<file path="config.mk">
export PLATFORM = sky130hd
export DESIGN_NAME = newline_row_indexer_core
export DESIGN_NICKNAME = d
export VERILOG_FILES = /design/src/rtl/core/nri_pkg.sv /design/src/rtl/core/newline_row_indexer_core.sv
export VERILOG_INCLUDE_DIRS = /design/src /design/src/rtl/core
export SDC_FILE = /design/constraint.sdc
export NUM_CORES = 2
export LEC_CHECK = 0
export ABC_CLOCK_PERIOD_IN_PS = 10600
export BUFFER_PORTS_ARGS = -buffer_cell sky130_fd_sc_hd__buf_2
export CAP_MARGIN = 20
export CORE_MARGIN = 10
export CORE_UTILIZATION = 60
export CTS_BUF_LIST = sky130_fd_sc_hd__clkbuf_2 sky130_fd_sc_hd__clkbuf_4 sky130_fd_sc_hd__clkbuf_8
export CTS_CLUSTER_DIAMETER = 40
export DETAILED_ROUTE_END_ITERATION = 16
export MAX_ROUTING_LAYER = met4
export PLACE_DENSITY = 0.73
export REMOVE_ABC_BUFFERS = 1
export SLEW_MARGIN = 20
export SYNTH_ARGS = -nofsm -noshare
export SYNTH_HDL_FRONTEND = slang
export SYNTH_SLANG_ARGS = --single-unit
export TNS_END_PERCENT = 30
</file>
<file path="constraint.sdc">
create_clock -name clk -period 10.6 [get_ports clk]
set_input_delay 2.12 -clock clk [delete_from_list [all_inputs] [get_ports clk]]
set_output_delay 2.12 -clock clk [all_outputs]
set_load 0.05 [all_outputs]
</file>
<file path="src/rtl/core/newline_row_indexer_core_defines.svh">
// assertion macros for the newline row indexer
`ifndef NEWLINE_ROW_INDEXER_CORE_DEFINES_SVH
`define NEWLINE_ROW_INDEXER_CORE_DEFINES_SVH

// assert that a condition implies another at the same edge
`define NRI_ASSERT_IMP(label, clk, rst_n, cond, expr) \
	label: assert property (@(posedge clk) disable iff (!rst_n) (cond) |-> (expr)) \
		else $error("assertion failed");

// assert that a condition implies another at the next edge
`define NRI_ASSERT_NEXT(label, clk, rst_n, cond, expr) \
	label: assert property (@(posedge clk) disable iff (!rst_n) (cond) |=> (expr)) \
		else $error("assertion failed");

`endif

</file>
<file path="src/rtl/core/nri_pkg.sv">
// shared constants and types of the newline row indexer
package nri_pkg;
	localparam int AnchorDepthDef = 32;
	localparam int OffsetBitsDef = 40;
	localparam int RowBitsDef = 32;
	localparam int ByteBits = 41;

	localparam logic [1:0] CMD_BYTE = 2'd0;
	localparam logic [1:0] CMD_END = 2'd1;
	localparam logic [1:0] CMD_READ = 2'd2;

	localparam logic [1:0] ST_OK = 2'd0;
	localparam logic [1:0] ST_FILE_TOO_LARGE = 2'd1;
	localparam logic [1:0] ST_TOO_MANY_ROWS = 2'd2;
	localparam logic [1:0] ST_LINE_TOO_LONG = 2'd3;

	localparam logic [2:0] REG_MAX_ROWS = 3'd0;
	localparam logic [2:0] REG_MAX_LINE = 3'd1;
	localparam logic [2:0] REG_MAX_FILE = 3'd2;
	localparam logic [2:0] REG_PAGE = 3'd3;
	localparam logic [2:0] REG_CURSORS = 3'd4;

	localparam logic [7:0] NEWLINE = 8'd10;
	localparam int MinCapacity = 2;

	typedef enum logic [6:0] {
		S_IDLE   = 7'b0000001,
		S_NL     = 7'b0000010,
		S_DIVC   = 7'b0000100,
		S_CRD    = 7'b0001000,
		S_CCHK   = 7'b0010000,
		S_ADD    = 7'b0100000,
		S_OUT    = 7'b1000000
	} state_t;
endpackage

</file>
<file path="src/rtl/core/newline_row_indexer_core.sv">
// newline row indexer top level: byte scan, anchor table and readback
//
// channel  | beat signals                         | payload
// in       | in_valid / in_ready                  | command, data_byte, anchor_index
// out      | out_valid / out_ready                | result_kind .. anchor_offset
// cfg      | psel, penable, pwrite, pready        | paddr, pwdata, prdata
//
// a plain byte passes S_NL to idle; a counted newline then waits in S_CCHK for the remainder unit,
// with a further check there when the new row is a stride multiple and the table has room
// readback and end pass S_NL and S_OUT
// a full table adds a compaction walk of S_ADD, S_CRD, S_DIVC, S_CCHK per entry and a final check
// the remainder unit is a shift-subtract divider, one quotient bit per cycle
// arst_n clears all control state; the table needs no clear (entry 0 reads back as zero)
// in_ready drops while an item is in work; a result holds in S_OUT while the output reg is full
`include "newline_row_indexer_core_defines.svh"
module newline_row_indexer_core #(
	parameter int ANCHOR_DEPTH = nri_pkg::AnchorDepthDef,
	parameter int OFFSET_BITS = nri_pkg::OffsetBitsDef,
	parameter int ROW_BITS = nri_pkg::RowBitsDef
) (
	input  logic        clk,
	input  logic        arst_n,
	input  logic        psel,
	input  logic        penable,
	input  logic        pwrite,
	input  logic [5:0]  paddr,
	input  logic [63:0] pwdata,
	output logic [63:0] prdata,
	output logic        pready,
	input  logic        in_valid,
	output logic        in_ready,
	input  logic [1:0]  command,
	input  logic [7:0]  data_byte,
	input  logic [4:0]  anchor_index,
	output logic        out_valid,
	input  logic        out_ready,
	output logic        result_kind,
	output logic [1:0]  status,
	output logic [31:0] row_count,
	output logic [5:0]  anchor_count,
	output logic [31:0] anchor_row,
	output logic [39:0] anchor_offset
);
	import nri_pkg::*;

	localparam int AW = (ANCHOR_DEPTH > 1) ? $clog2(ANCHOR_DEPTH) : 1;
	localparam int CW = $clog2(ANCHOR_DEPTH + 1);
	localparam int DW = $clog2(ROW_BITS + 1);
	localparam logic [ROW_BITS-1:0] RowMax = '1;
	localparam logic [OFFSET_BITS-1:0] OffMax = '1;
	localparam logic [1:0] DIV_ROW = 2'd0;
	localparam logic [1:0] DIV_COMP = 2'd1;
	localparam logic [1:0] DIV_POST = 2'd2;

	logic [31:0] max_rows_q;
	logic [15:0] max_line_q;
	logic [39:0] max_file_q;
	logic [15:0] page_q;
	logic [6:0]  cursors_q;

	logic [ROW_BITS-1:0] rows_q, stride_q;
	logic [16:0] line_q;
	logic [ByteBits-1:0] boff_q;
	logic [CW-1:0] valid_q;
	logic [1:0] err_q;
	logic saw_q;

	state_t state_q;
	logic [1:0] cmd_q;
	logic [7:0] byte_q;
	logic [4:0] idx_q;

	// anchor memory, one entry of row and offset
	logic [ROW_BITS+OFFSET_BITS-1:0] mem [ANCHOR_DEPTH];
	logic [ROW_BITS+OFFSET_BITS-1:0] rd_s1;
	logic [AW-1:0] raddr, waddr;
	logic we;
	logic [ROW_BITS+OFFSET_BITS-1:0] wdata;

	// remainder unit
	logic [ROW_BITS-1:0] dnum_q, drem_q;
	logic [DW-1:0] dcnt_q;
	logic dbusy_q;
	logic [ROW_BITS:0] dtry;
	logic dstart;
	logic [ROW_BITS-1:0] dstart_num;
	logic dzero;
	logic [1:0] dpurpose_q; // 0 new row check, 1 compact check, 2 append check after a new row or a compaction

	logic [CW-1:0] rd_q, wr_q;
	logic [ROW_BITS+OFFSET_BITS-1:0] cent_q;

	logic [CW-1:0] cap;
	logic [6:0] half;

	logic cfg_wr;
	logic [1:0] cur_status;
	logic row_limit_hit;
	logic nl_go;

	logic out_v_q;
	logic out_kind_q;
	logic [1:0] out_st_q;
	logic [31:0] out_rows_q;
	logic [5:0] out_cnt_q;
	logic [31:0] out_arow_q;
	logic [39:0] out_aoff_q;

	assign pready = 1'b1;
	assign cfg_wr = psel && penable && pwrite;

	always_comb begin
		case (paddr[5:3])
			REG_MAX_ROWS: prdata = {32'd0, max_rows_q};
			REG_MAX_LINE: prdata = {48'd0, max_line_q};
			REG_MAX_FILE: prdata = {24'd0, max_file_q};
			REG_PAGE:     prdata = {48'd0, page_q};
			REG_CURSORS:  prdata = {57'd0, cursors_q};
			default:      prdata = '0;
		endcase
	end

	always_comb begin
		half = {1'b0, cursors_q[6:1]};
		if (half < 7'(MinCapacity)) cap = CW'(MinCapacity);
		else if (32'(half) > 32'(ANCHOR_DEPTH)) cap = CW'(ANCHOR_DEPTH);
		else cap = CW'(half);
	end

	assign cur_status = ({23'd0, boff_q} > {24'd0, max_file_q}) ? ST_FILE_TOO_LARGE : err_q;
	assign row_limit_hit = {{(32){1'b0}}, rows_q} >= {{(ROW_BITS){1'b0}}, max_rows_q};
	assign nl_go = (err_q == ST_OK) && (byte_q == NEWLINE) && !row_limit_hit;

	assign in_ready = (state_q == S_IDLE);
	assign dtry = {drem_q, dnum_q[ROW_BITS-1]} - {1'b0, stride_q};
	assign dzero = (drem_q == '0);

	always_ff @(posedge clk) begin
		if (we) mem[waddr] <= wdata;
		rd_s1 <= mem[raddr];
	end

	logic [ROW_BITS-1:0] rows_next;
	logic [ROW_BITS-1:0] stride_dbl;
	assign rows_next = rows_q + 1'b1;
	assign stride_dbl = (stride_q > (RowMax >> 1)) ? RowMax : (stride_q << 1);

	always_comb begin
		raddr = AW'(idx_q);
		we = 1'b0;
		waddr = AW'(valid_q);
		wdata = {rows_q, (boff_q > ByteBits'(OffMax)) ? OffMax : OFFSET_BITS'(boff_q)};
		dstart = 1'b0;
		dstart_num = rows_q;
		case (state_q)
			S_DIVC: raddr = AW'(rd_q);
			S_CRD:  raddr = AW'(rd_q);
			S_CCHK: begin
				if (!dbusy_q && dpurpose_q == DIV_COMP && dzero) begin
					we = 1'b1;
					waddr = AW'(wr_q);
					wdata = cent_q;
				end
				if (!dbusy_q && dpurpose_q == DIV_POST && dzero && valid_q < cap) we = 1'b1;
			end
			default: ;
		endcase
	end

	always_ff @(posedge clk or negedge arst_n) begin
		if (!arst_n) begin
			max_rows_q <= 32'd65535;
			max_line_q <= 16'd4096;
			max_file_q <= 40'd16777216;
			page_q <= 16'd10;
			cursors_q <= 7'd32;
			rows_q <= '0;
			stride_q <= ROW_BITS'(10);
			line_q <= '0;
			boff_q <= '0;
			valid_q <= CW'(1);
			err_q <= ST_OK;
			saw_q <= 1'b0;
			state_q <= S_IDLE;
			cmd_q <= CMD_BYTE;
			byte_q <= '0;
			idx_q <= '0;
			dnum_q <= '0;
			drem_q <= '0;
			dcnt_q <= '0;
			dbusy_q <= 1'b0;
			dpurpose_q <= DIV_ROW;
			rd_q <= '0;
			wr_q <= '0;
			cent_q <= '0;
			out_v_q <= 1'b0;
			out_kind_q <= 1'b0;
			out_st_q <= ST_OK;
			out_rows_q <= '0;
			out_cnt_q <= '0;
			out_arow_q <= '0;
			out_aoff_q <= '0;
		end else begin
			if (out_v_q && out_ready && state_q != S_OUT) out_v_q <= 1'b0;
			if (cfg_wr) begin
				case (paddr[5:3])
					REG_MAX_ROWS: max_rows_q <= pwdata[31:0];
					REG_MAX_LINE: max_line_q <= pwdata[15:0];
					REG_MAX_FILE: max_file_q <= pwdata[39:0];
					REG_PAGE: begin
						page_q <= pwdata[15:0];
						if (rows_q == '0)
							stride_q <= (pwdata[15:0] == 16'd0) ? ROW_BITS'(1)
								: ROW_BITS'(pwdata[15:0]);
					end
					REG_CURSORS: cursors_q <= pwdata[6:0];
					default: ;
				endcase
			end
			// remainder iteration, one bit per cycle
			if (dbusy_q) begin
				if (!dtry[ROW_BITS]) drem_q <= dtry[ROW_BITS-1:0];
				else drem_q <= {drem_q[ROW_BITS-2:0], dnum_q[ROW_BITS-1]};
				dnum_q <= dnum_q << 1;
				dcnt_q <= dcnt_q - 1'b1;
				if (dcnt_q == DW'(1)) dbusy_q <= 1'b0;
			end
			case (state_q)
				S_IDLE: begin
					if (in_valid && in_ready) begin
						cmd_q <= command;
						byte_q <= data_byte;
						idx_q <= anchor_index;
						state_q <= S_NL;
					end
				end
				S_NL: begin
					case (cmd_q)
						CMD_BYTE: begin
							state_q <= nl_go ? S_CCHK : S_IDLE;
							saw_q <= 1'b1;
							if (boff_q != '1) boff_q <= boff_q + 1'b1;
							if (err_q == ST_OK) begin
								if (byte_q == NEWLINE) begin
									if (row_limit_hit) err_q <= ST_TOO_MANY_ROWS;
									else begin
										rows_q <= rows_next;
										line_q <= '0;
										dnum_q <= rows_next;
										drem_q <= '0;
										dcnt_q <= DW'(ROW_BITS);
										dbusy_q <= 1'b1;
										dpurpose_q <= DIV_ROW;
									end
								end else if (line_q >= {1'b0, max_line_q})
									err_q <= ST_LINE_TOO_LONG;
								else line_q <= line_q + 1'b1;
							end
						end
						CMD_END, CMD_READ: begin
							state_q <= S_OUT;
							if (cmd_q == CMD_END) begin
								if (err_q == ST_OK && saw_q && line_q != '0) begin
									if (row_limit_hit) err_q <= ST_TOO_MANY_ROWS;
									else rows_q <= rows_next;
								end
								line_q <= '0;
							end
						end
						default: state_q <= S_IDLE;
					endcase
				end
				S_CRD: begin
					// read data arrives next cycle
					state_q <= S_DIVC;
				end
				S_DIVC: begin
					cent_q <= rd_s1;
					dnum_q <= rd_s1[ROW_BITS+OFFSET_BITS-1:OFFSET_BITS];
					drem_q <= '0;
					dcnt_q <= DW'(ROW_BITS);
					dbusy_q <= 1'b1;
					dpurpose_q <= DIV_COMP;
					state_q <= S_CCHK;
				end
				S_CCHK: begin
					if (!dbusy_q) begin
						case (dpurpose_q)
							DIV_ROW: begin
								if (!dzero) state_q <= S_IDLE;
								else if (valid_q >= cap) begin
									stride_q <= stride_dbl;
									rd_q <= CW'(1);
									wr_q <= CW'(1);
									state_q <= S_ADD;
								end else begin
									dpurpose_q <= DIV_POST;
								end
							end
							DIV_COMP: begin
								if (dzero) wr_q <= wr_q + 1'b1;
								rd_q <= rd_q + 1'b1;
								state_q <= S_ADD;
							end
							default: begin
								if (dzero && valid_q < cap) valid_q <= valid_q + 1'b1;
								state_q <= S_IDLE;
							end
						endcase
					end
				end
				S_ADD: begin
					// compaction loop head
					if (rd_q < valid_q && 32'(rd_q) < 32'(ANCHOR_DEPTH)) state_q <= S_CRD;
					else begin
						valid_q <= wr_q;
						dnum_q <= rows_q;
						drem_q <= '0;
						dcnt_q <= DW'(ROW_BITS);
						dbusy_q <= 1'b1;
						dpurpose_q <= DIV_POST;
						state_q <= S_CCHK;
					end
				end
				S_OUT: begin
					// hold the result until the output register is free
					if (!out_v_q || out_ready) begin
						out_v_q <= 1'b1;
						out_kind_q <= (cmd_q == CMD_READ);
						out_st_q <= cur_status;
						out_rows_q <= 32'(rows_q);
						out_cnt_q <= 6'(valid_q);
						if (cmd_q == CMD_READ && {27'd0, idx_q} < 32'(valid_q)
							&& idx_q != '0) begin
							out_arow_q <= 32'(rd_s1[ROW_BITS+OFFSET_BITS-1:OFFSET_BITS]);
							out_aoff_q <= 40'(rd_s1[OFFSET_BITS-1:0]);
						end else begin
							out_arow_q <= '0;
							out_aoff_q <= '0;
						end
						state_q <= S_IDLE;
					end
				end
				default: state_q <= S_IDLE;
			endcase
		end
	end

	assign out_valid = out_v_q;
	assign result_kind = out_kind_q;
	assign status = out_st_q;
	assign row_count = out_rows_q;
	assign anchor_count = out_cnt_q;
	assign anchor_row = out_arow_q;
	assign anchor_offset = out_aoff_q;

	`NRI_ASSERT_IMP(a_no_accept_busy, clk, arst_n, state_q != S_IDLE, !in_ready)
	`NRI_ASSERT_IMP(a_valid_cap, clk, arst_n, 1'b1, valid_q <= cap || valid_q <= CW'(ANCHOR_DEPTH))
	`NRI_ASSERT_NEXT(a_out_hold, clk, arst_n, out_v_q && !out_ready, out_v_q)
	`NRI_ASSERT_IMP(a_valid_nonzero, clk, arst_n, 1'b1, valid_q != '0)
endmodule

</file>
# [After elaboration in Yosys (flattened, before gate mapping)]
# Memories as Yosys holds them, arrays and structs flattened. A register that Yosys moved wholly into a read port is not among the register bits.
# Cells that the tools add are included.
[word_totals] mem_count=1 word_cells=260 output_inout_bits=180 ff_bits=535 in_bits=92 ram_bits=2304
[mem_list] name="mem" depth=32 width=72 rd=1 rd_clocked_by_memory_dff=1 write_ports=1 line_no="newline_row_indexer_core.sv:74" rtl="logic [ROW_BITS+OFFSET_BITS-1:0] mem [ANCHOR_DEPTH];"
[op_classes] n_mux=109 order_cmp=12 n_addsub=8 n_reduce_logical=55 n_bitwise=1 n_eq_ne=43
[op_table] cell="$mux W32" n=28
[op_table] cell="$pmux W40 S5" n=1
[op_table] cell="$pmux W32 S3" n=2
[op_table] cell="$mux W72" n=2
[op_table] cell="$mux W6" n=15
[op_table] cell="$mux W17" n=5
[op_table] cell="$mux W40" n=2
[op_table] cell="$logic_not A32 Y1" n=2
[op_table] cell="$pmux W32 S2" n=1
[op_table] cell="$pmux W7 S7" n=1
[op_table] cell="$add A41 B1 Y41 const B" n=1
[op_table] cell="$gt A41 B40 Y1" n=1
[op_table] cell="$gt A41 B40 Y1 const B" n=1
[op_table] cell="$ne A41 B41 Y1 const B" n=1
[op_table] cell="$ne A2 B2 Y1 const B" n=18
[op_table] cell="$pmux W6 S2" n=3
[op_table] cell="$mux W7" n=5
[op_table] cell="$pmux W17 S2" n=1
[op_table] cell="$sub A33 B32 Y33" n=1
[op_table] cell="$add A32 B1 Y32 const B" n=1
[op_table] cell="$ge A32 B32 Y1" n=1
[op_table] cell="$gt A32 B31 Y1 const B" n=1
[op_table] cell="$mux W2" n=16
[op_table] cell="$pmux W7 S2" n=2
[op_table] cell="53 further kinds" n=116

# [Depth between registers and ports, before layout]
[logic_depth] ltp_word=10 depth_mapped=14 depth_no_buf=12

# [Worst setup path before layout]
# OpenSTA, ideal clock, no wires.
[synth_path] kind="register -> register" from="register state_q[2]" to="memory mem[11][0] in the netlist's numbering (enable)" synth_period_minus_slack_ps=7734 required_time_ps=10010 setup_slack_ps=2866 path_stages_with_launch=10 t_arrival_ps=7143 path_cell_list="dfrtp_1 nor4_1 and2b_1 and2_1 and3_1 nand2_1 mux2i_1 or3_1 clkbuf_1 nor3_1"
[synth_via] elab_chain_cells=4 elab_cells_between_ends=5 classes_between="eq/ne (1); mux (4)"
[synth_lines] item="start, declared" line_no="newline_row_indexer_core.sv:68" rtl="state_t state_q;"
[synth_lines] item="start signal, assigned" line_no="newline_row_indexer_core.sv:240" rtl="state_q <= nl_go ? S_CCHK : S_IDLE;"
[synth_lines] item="$eq A7 B5 Y1 *" line_no="newline_row_indexer_core.sv:155" rtl="case (state_q)"
[synth_lines] item="$mux W1" line_no="newline_row_indexer_core.sv:155"
[synth_lines] item="$mux W1" line_no="newline_row_indexer_core.sv:139" rtl="if (we) mem[waddr] <= wdata;"
[synth_lines] item="$mux W1 (not written as such)" line_no="newline_row_indexer_core.sv:139"
[synth_lines] item="end, declared" line_no="newline_row_indexer_core.sv:74"
# Mark *: on every way between the ends. The rest lies on a longest branch, timed or not.

# [Worst setup path after layout]
[layout_path] from="input port paddr[4]" to="output port prdata[24]"
[layout_via] elab_chain_cells=2 elab_cells_between_ends=6 classes_between="eq/ne (4); mux (1); reduce/logical (1)"
[layout_lines] item="start, declared" line_no="newline_row_indexer_core.sv:26" rtl="input logic [5:0] paddr,"
[layout_lines] item="$eq A3 B3 Y1, or another cell as far along" line_no="newline_row_indexer_core.sv:113" rtl="case (paddr[5:3])"
[layout_lines] item="$pmux W40 S5 *" line_no="newline_row_indexer_core.sv:113"
[layout_lines] item="end, declared" line_no="newline_row_indexer_core.sv:28" rtl="output logic [63:0] prdata,"
# Marks and branches as above.

==> key figures <==
Drt
  • Post-DRT Antenna Nets: 0
  • DR pass1 iterations: 9
  • Vias/cell: 6.59
  • Vias post-DR: 74600
  • Routed len/inst: 30.5 um
  • DRC viols: 0
  • WL final: 345000 um
  • Initial DRC count: 10500

Clock tree
  • Cts hold-fix bufs: 0
  • CTS tree: built
  • Root Driver: clkbuf_8
  • Post_cts resized: 0
  • Post-CTS Setup Inserts: 0
  • Num Clock Sinks: 2911
  • Clock Latency Late Sink: 1150 ps
  • CTS Buffer Depth: 4
  • H-tree lvl count: 5
  • CTS Buf Count: 469
  • Reg clk slew, reported paths: 70 ps

Yosys
  • Syn Std Cell Area: 120000 sq um
  • Top post-synthesis cells by area: edfxtp_1, dfrtp_1, mux4_2
  • Post-synth EDFFs: 2304
  • Distinct cells, synth: 86
  • Synth warnings: 0
  • Post-synth top area share: 57.9%
  • Register bit total from synthesis: 2911
  • Syn avg cell area: 15.1 sq um
  • Area leader, netlist: edfxtp_1
  • Ys async rst share: 18.4%
  • Most common cell in the synthesized netlist: edfxtp_1
  • Cells after synthesis: 7903
  • Seq/Total Area, Yosys: 70.3%
  • Top FF cell, synth: edfxtp_1
  • Most frequent cells after synthesis: edfxtp_1, nand2_1, dfrtp_1

Timing
  • RSZ-0062 raised after global routing: false
  • Max_slew headroom: 19.6%
  • Max-slew violations: 0
  • Worst Slack Setup Final: 4030 ps
  • Final min period: 6570 ps
  • Final setup vio count: 0
  • Tcrit/Tclk final: 62.0%
  • Slew @ Worst Pin: 1200 ps
  • Highest Clock Rate: 0.152 GHz
  • Clock skew: 143 ps
  • Final hold violation count: 0

Power
  • Int Pwr: 0.0215 W
  • Clock power frac: 31.1%
  • P_sw: 0.0105 W
  • Logic pwr share: 26.8%
  • Total Power: 0.0320 W
  • Worst vdd ir: 0.000279 V
  • Leakage: 48.1 nW
  • Cell Pwr Density: 240 nW/um^2
  • Sw Share: 32.9%
  • Seq pwr share: 42.1%

Layout
  • Proportion of layout cells with a drive suffix above 1: 21.7%
  • Final core utilization: 67.4%
  • Area delta synth->final: 11.5%
  • Fillcell total: 13300
  • Fin nets: 8515

Setup path
  • CP max FO: 26
  • Buf/Inv on CP: 4
  • R2r endpoint: mem[14][14]
  • Critical path's top delay family: buffers and inverters
  • Worst setup SP type: input port
  • Worst reg-to-reg setup slack: 4770 ps
  • Most common cell on crit path: buf_2
  • Crit Path Class: input port to output pin
  • CP required: 8480 ps
  • Max stage delay cell, worst path: nor3b_1
  • Slowest stage delay, CP: 810 ps
  • WP data arrival: 4450 ps
  • Critical path cell sequence: buf_2 -> nor3b_1 -> inv_1 -> buf_4 -> o21ai_0 -> buf_2
  • R2R cell count: 11
  • CP Capture Type: output pin
  • RR Startpoint: drem_q[18]

Floorplan
  • IO Count: 272
  • Initial core utilization: 60.4%
  • Die Ht: 466 um
  • CORE AREA: 198000 sq um
  • Die ar.: 218000 sq um
  • Die Span X: 466 um
  • Rows: 163

Hold path
  • WHS Endpoint: cent_q[21]
  • Hold-critical path depth: 2
  • Worst Hold Class: register to register
  • Hold path startpoint: rd_s1[21]

Global routing
  • Largest net degree at the start of global routing: 181
  • Total GRT Usage: 32.3%
  • Total grt overflow: 0
  • Initial antenna violation count: 17
  • Vias in the first global route: 73100
  • First-pass GRT wire length: 500000 um

Outcome
  • Outcome: completed

Placement
  • Number of buffers added on ports: 219
  • Hpwl dp: 188000 um
  • Pre-CTS setup slack: 4070 ps
  • Placer Congestion: 0.945

Flow run
  • Max Cap Violations: 0
==> worst max-delay path by stage <==
| stage | start | end | slack, ps | cells after the start |
|---|---|---|---|---|
| after global placement | paddr[4] | prdata[21] | 4080 | 6 |
| final | paddr[4] | prdata[24] | 4030 | 6 |
| after floorplan | state_q[6] | rd_s1[70] | -37240 | 7 |
| after CTS | paddr[4] | prdata[21] | 4080 | 6 |
| after global routing | paddr[4] | prdata[24] | 3810 | 6 |
| after detailed placement | paddr[4] | prdata[21] | 4070 | 6 |
==> cells by family (layout without fill, tap and decap cells) <==
logic type      Yosys count  after routing  synth area share (%)
fa+ha+maj               149            149                  1.57
buf+inv                 671           1407                  2.54
flops                  2911           2911                  70.3
xor+xnor                111            111                 0.813
other cells               2             42               0.00628
compound gates          998            998                  5.83
simple gates           2424           2424                  8.87
mux                     637            637                  10.1
==> final cells by class <==
class	instances	area, sq um	share of cell area [%]
Sequential cell	2911	84100	63.1
Multi-Input combinational cell	4344	33000	24.7
Clock buffer	679	8290	6.22
Tap cell	2640	3300	2.48
Timing Repair Buffer	377	2560	1.92
Clock inverter	180	1430	1.07
Inverter	171	642	0.482
Antenna cell	17	42.5	0.0319
==> tightest hold or removal path, stage by stage (launching register included) <==
cell and delay (ps):
dfxtp_1 350, nand2_1 110, nand2_1 60
==> cell usage in the layout (no fill, tap or decap), types with 68 or more instances in the layout <==
cell / instances
clkbuf_4: 169
nand3_1: 426
clkbuf_8: 510
clkinv_1: 68
mux2i_1: 80
ha_1: 148
buf_4: 137
xnor2_1: 86
a22o_1: 74
nand2_1: 1472
o21ai_1: 75
a21oi_1: 108
buf_2: 218
a311oi_1: 147
inv_1: 171
dfrtp_1: 509
edfxtp_1: 2304
and3_1: 119
mux2_2: 107
nor2_1: 132
mux4_2: 441
dfxtp_1: 72
o21ai_0: 242
==> registers in the layout, summed over array words and instances, names as in the netlist, 17 cells and up <==
signal         count
mem             2304
cent_q            72
rd_s1             72
boff_q            41
anchor_offset     40
max_file_q        40
anchor_row        32
dnum_q            32
drem_q            32
dstart_num        32
max_rows_q        32
row_count         32
stride_q          32
line_q            17
==> through the flow <==
stage	cell area [sq um]	hold slack [ps]	std cells	TNS, ps
3_5_place_dp	123000	446	10400	0
6_report	133000	412	11300	0
4_1_cts	133000	416	11300	0
3_3_place_gp	123000	422	10400	0
2_1_floorplan	117000	412	7426	-3456700
5_1_grt	133000	435	11300	0
==> routing by layer <==
| layer | part of all wire, % | vias up | GRT usage, % |
|---|---|---|---|
| li1 | - | 30900 | - |
| met1 | 36 | 37600 | 42.3 |
| met2 | 46 | 5099 | 47.8 |
| met3 | 12 | 984 | 6.70 |
| met4 | 6.3 | 0 | 17.9 |
| met5 | 0 | - | - |
==> power groups by stage <==
| stage | clock [W] | combinational, W | sequential, W |
|---|---|---|---|
| global route | 0.0106 | 0.00924 | 0.0135 |
| floorplan | 0 | 0.00673 | 0.0136 |
| CTS | 0.0100 | 0.00848 | 0.0135 |
| finish | 0.00998 | 0.00858 | 0.0135 |
| global placement | 0 | 0.00827 | 0.0137 |
| detailed placement | 0 | 0.00845 | 0.0137 |
(Power assumes the default switching activity.)
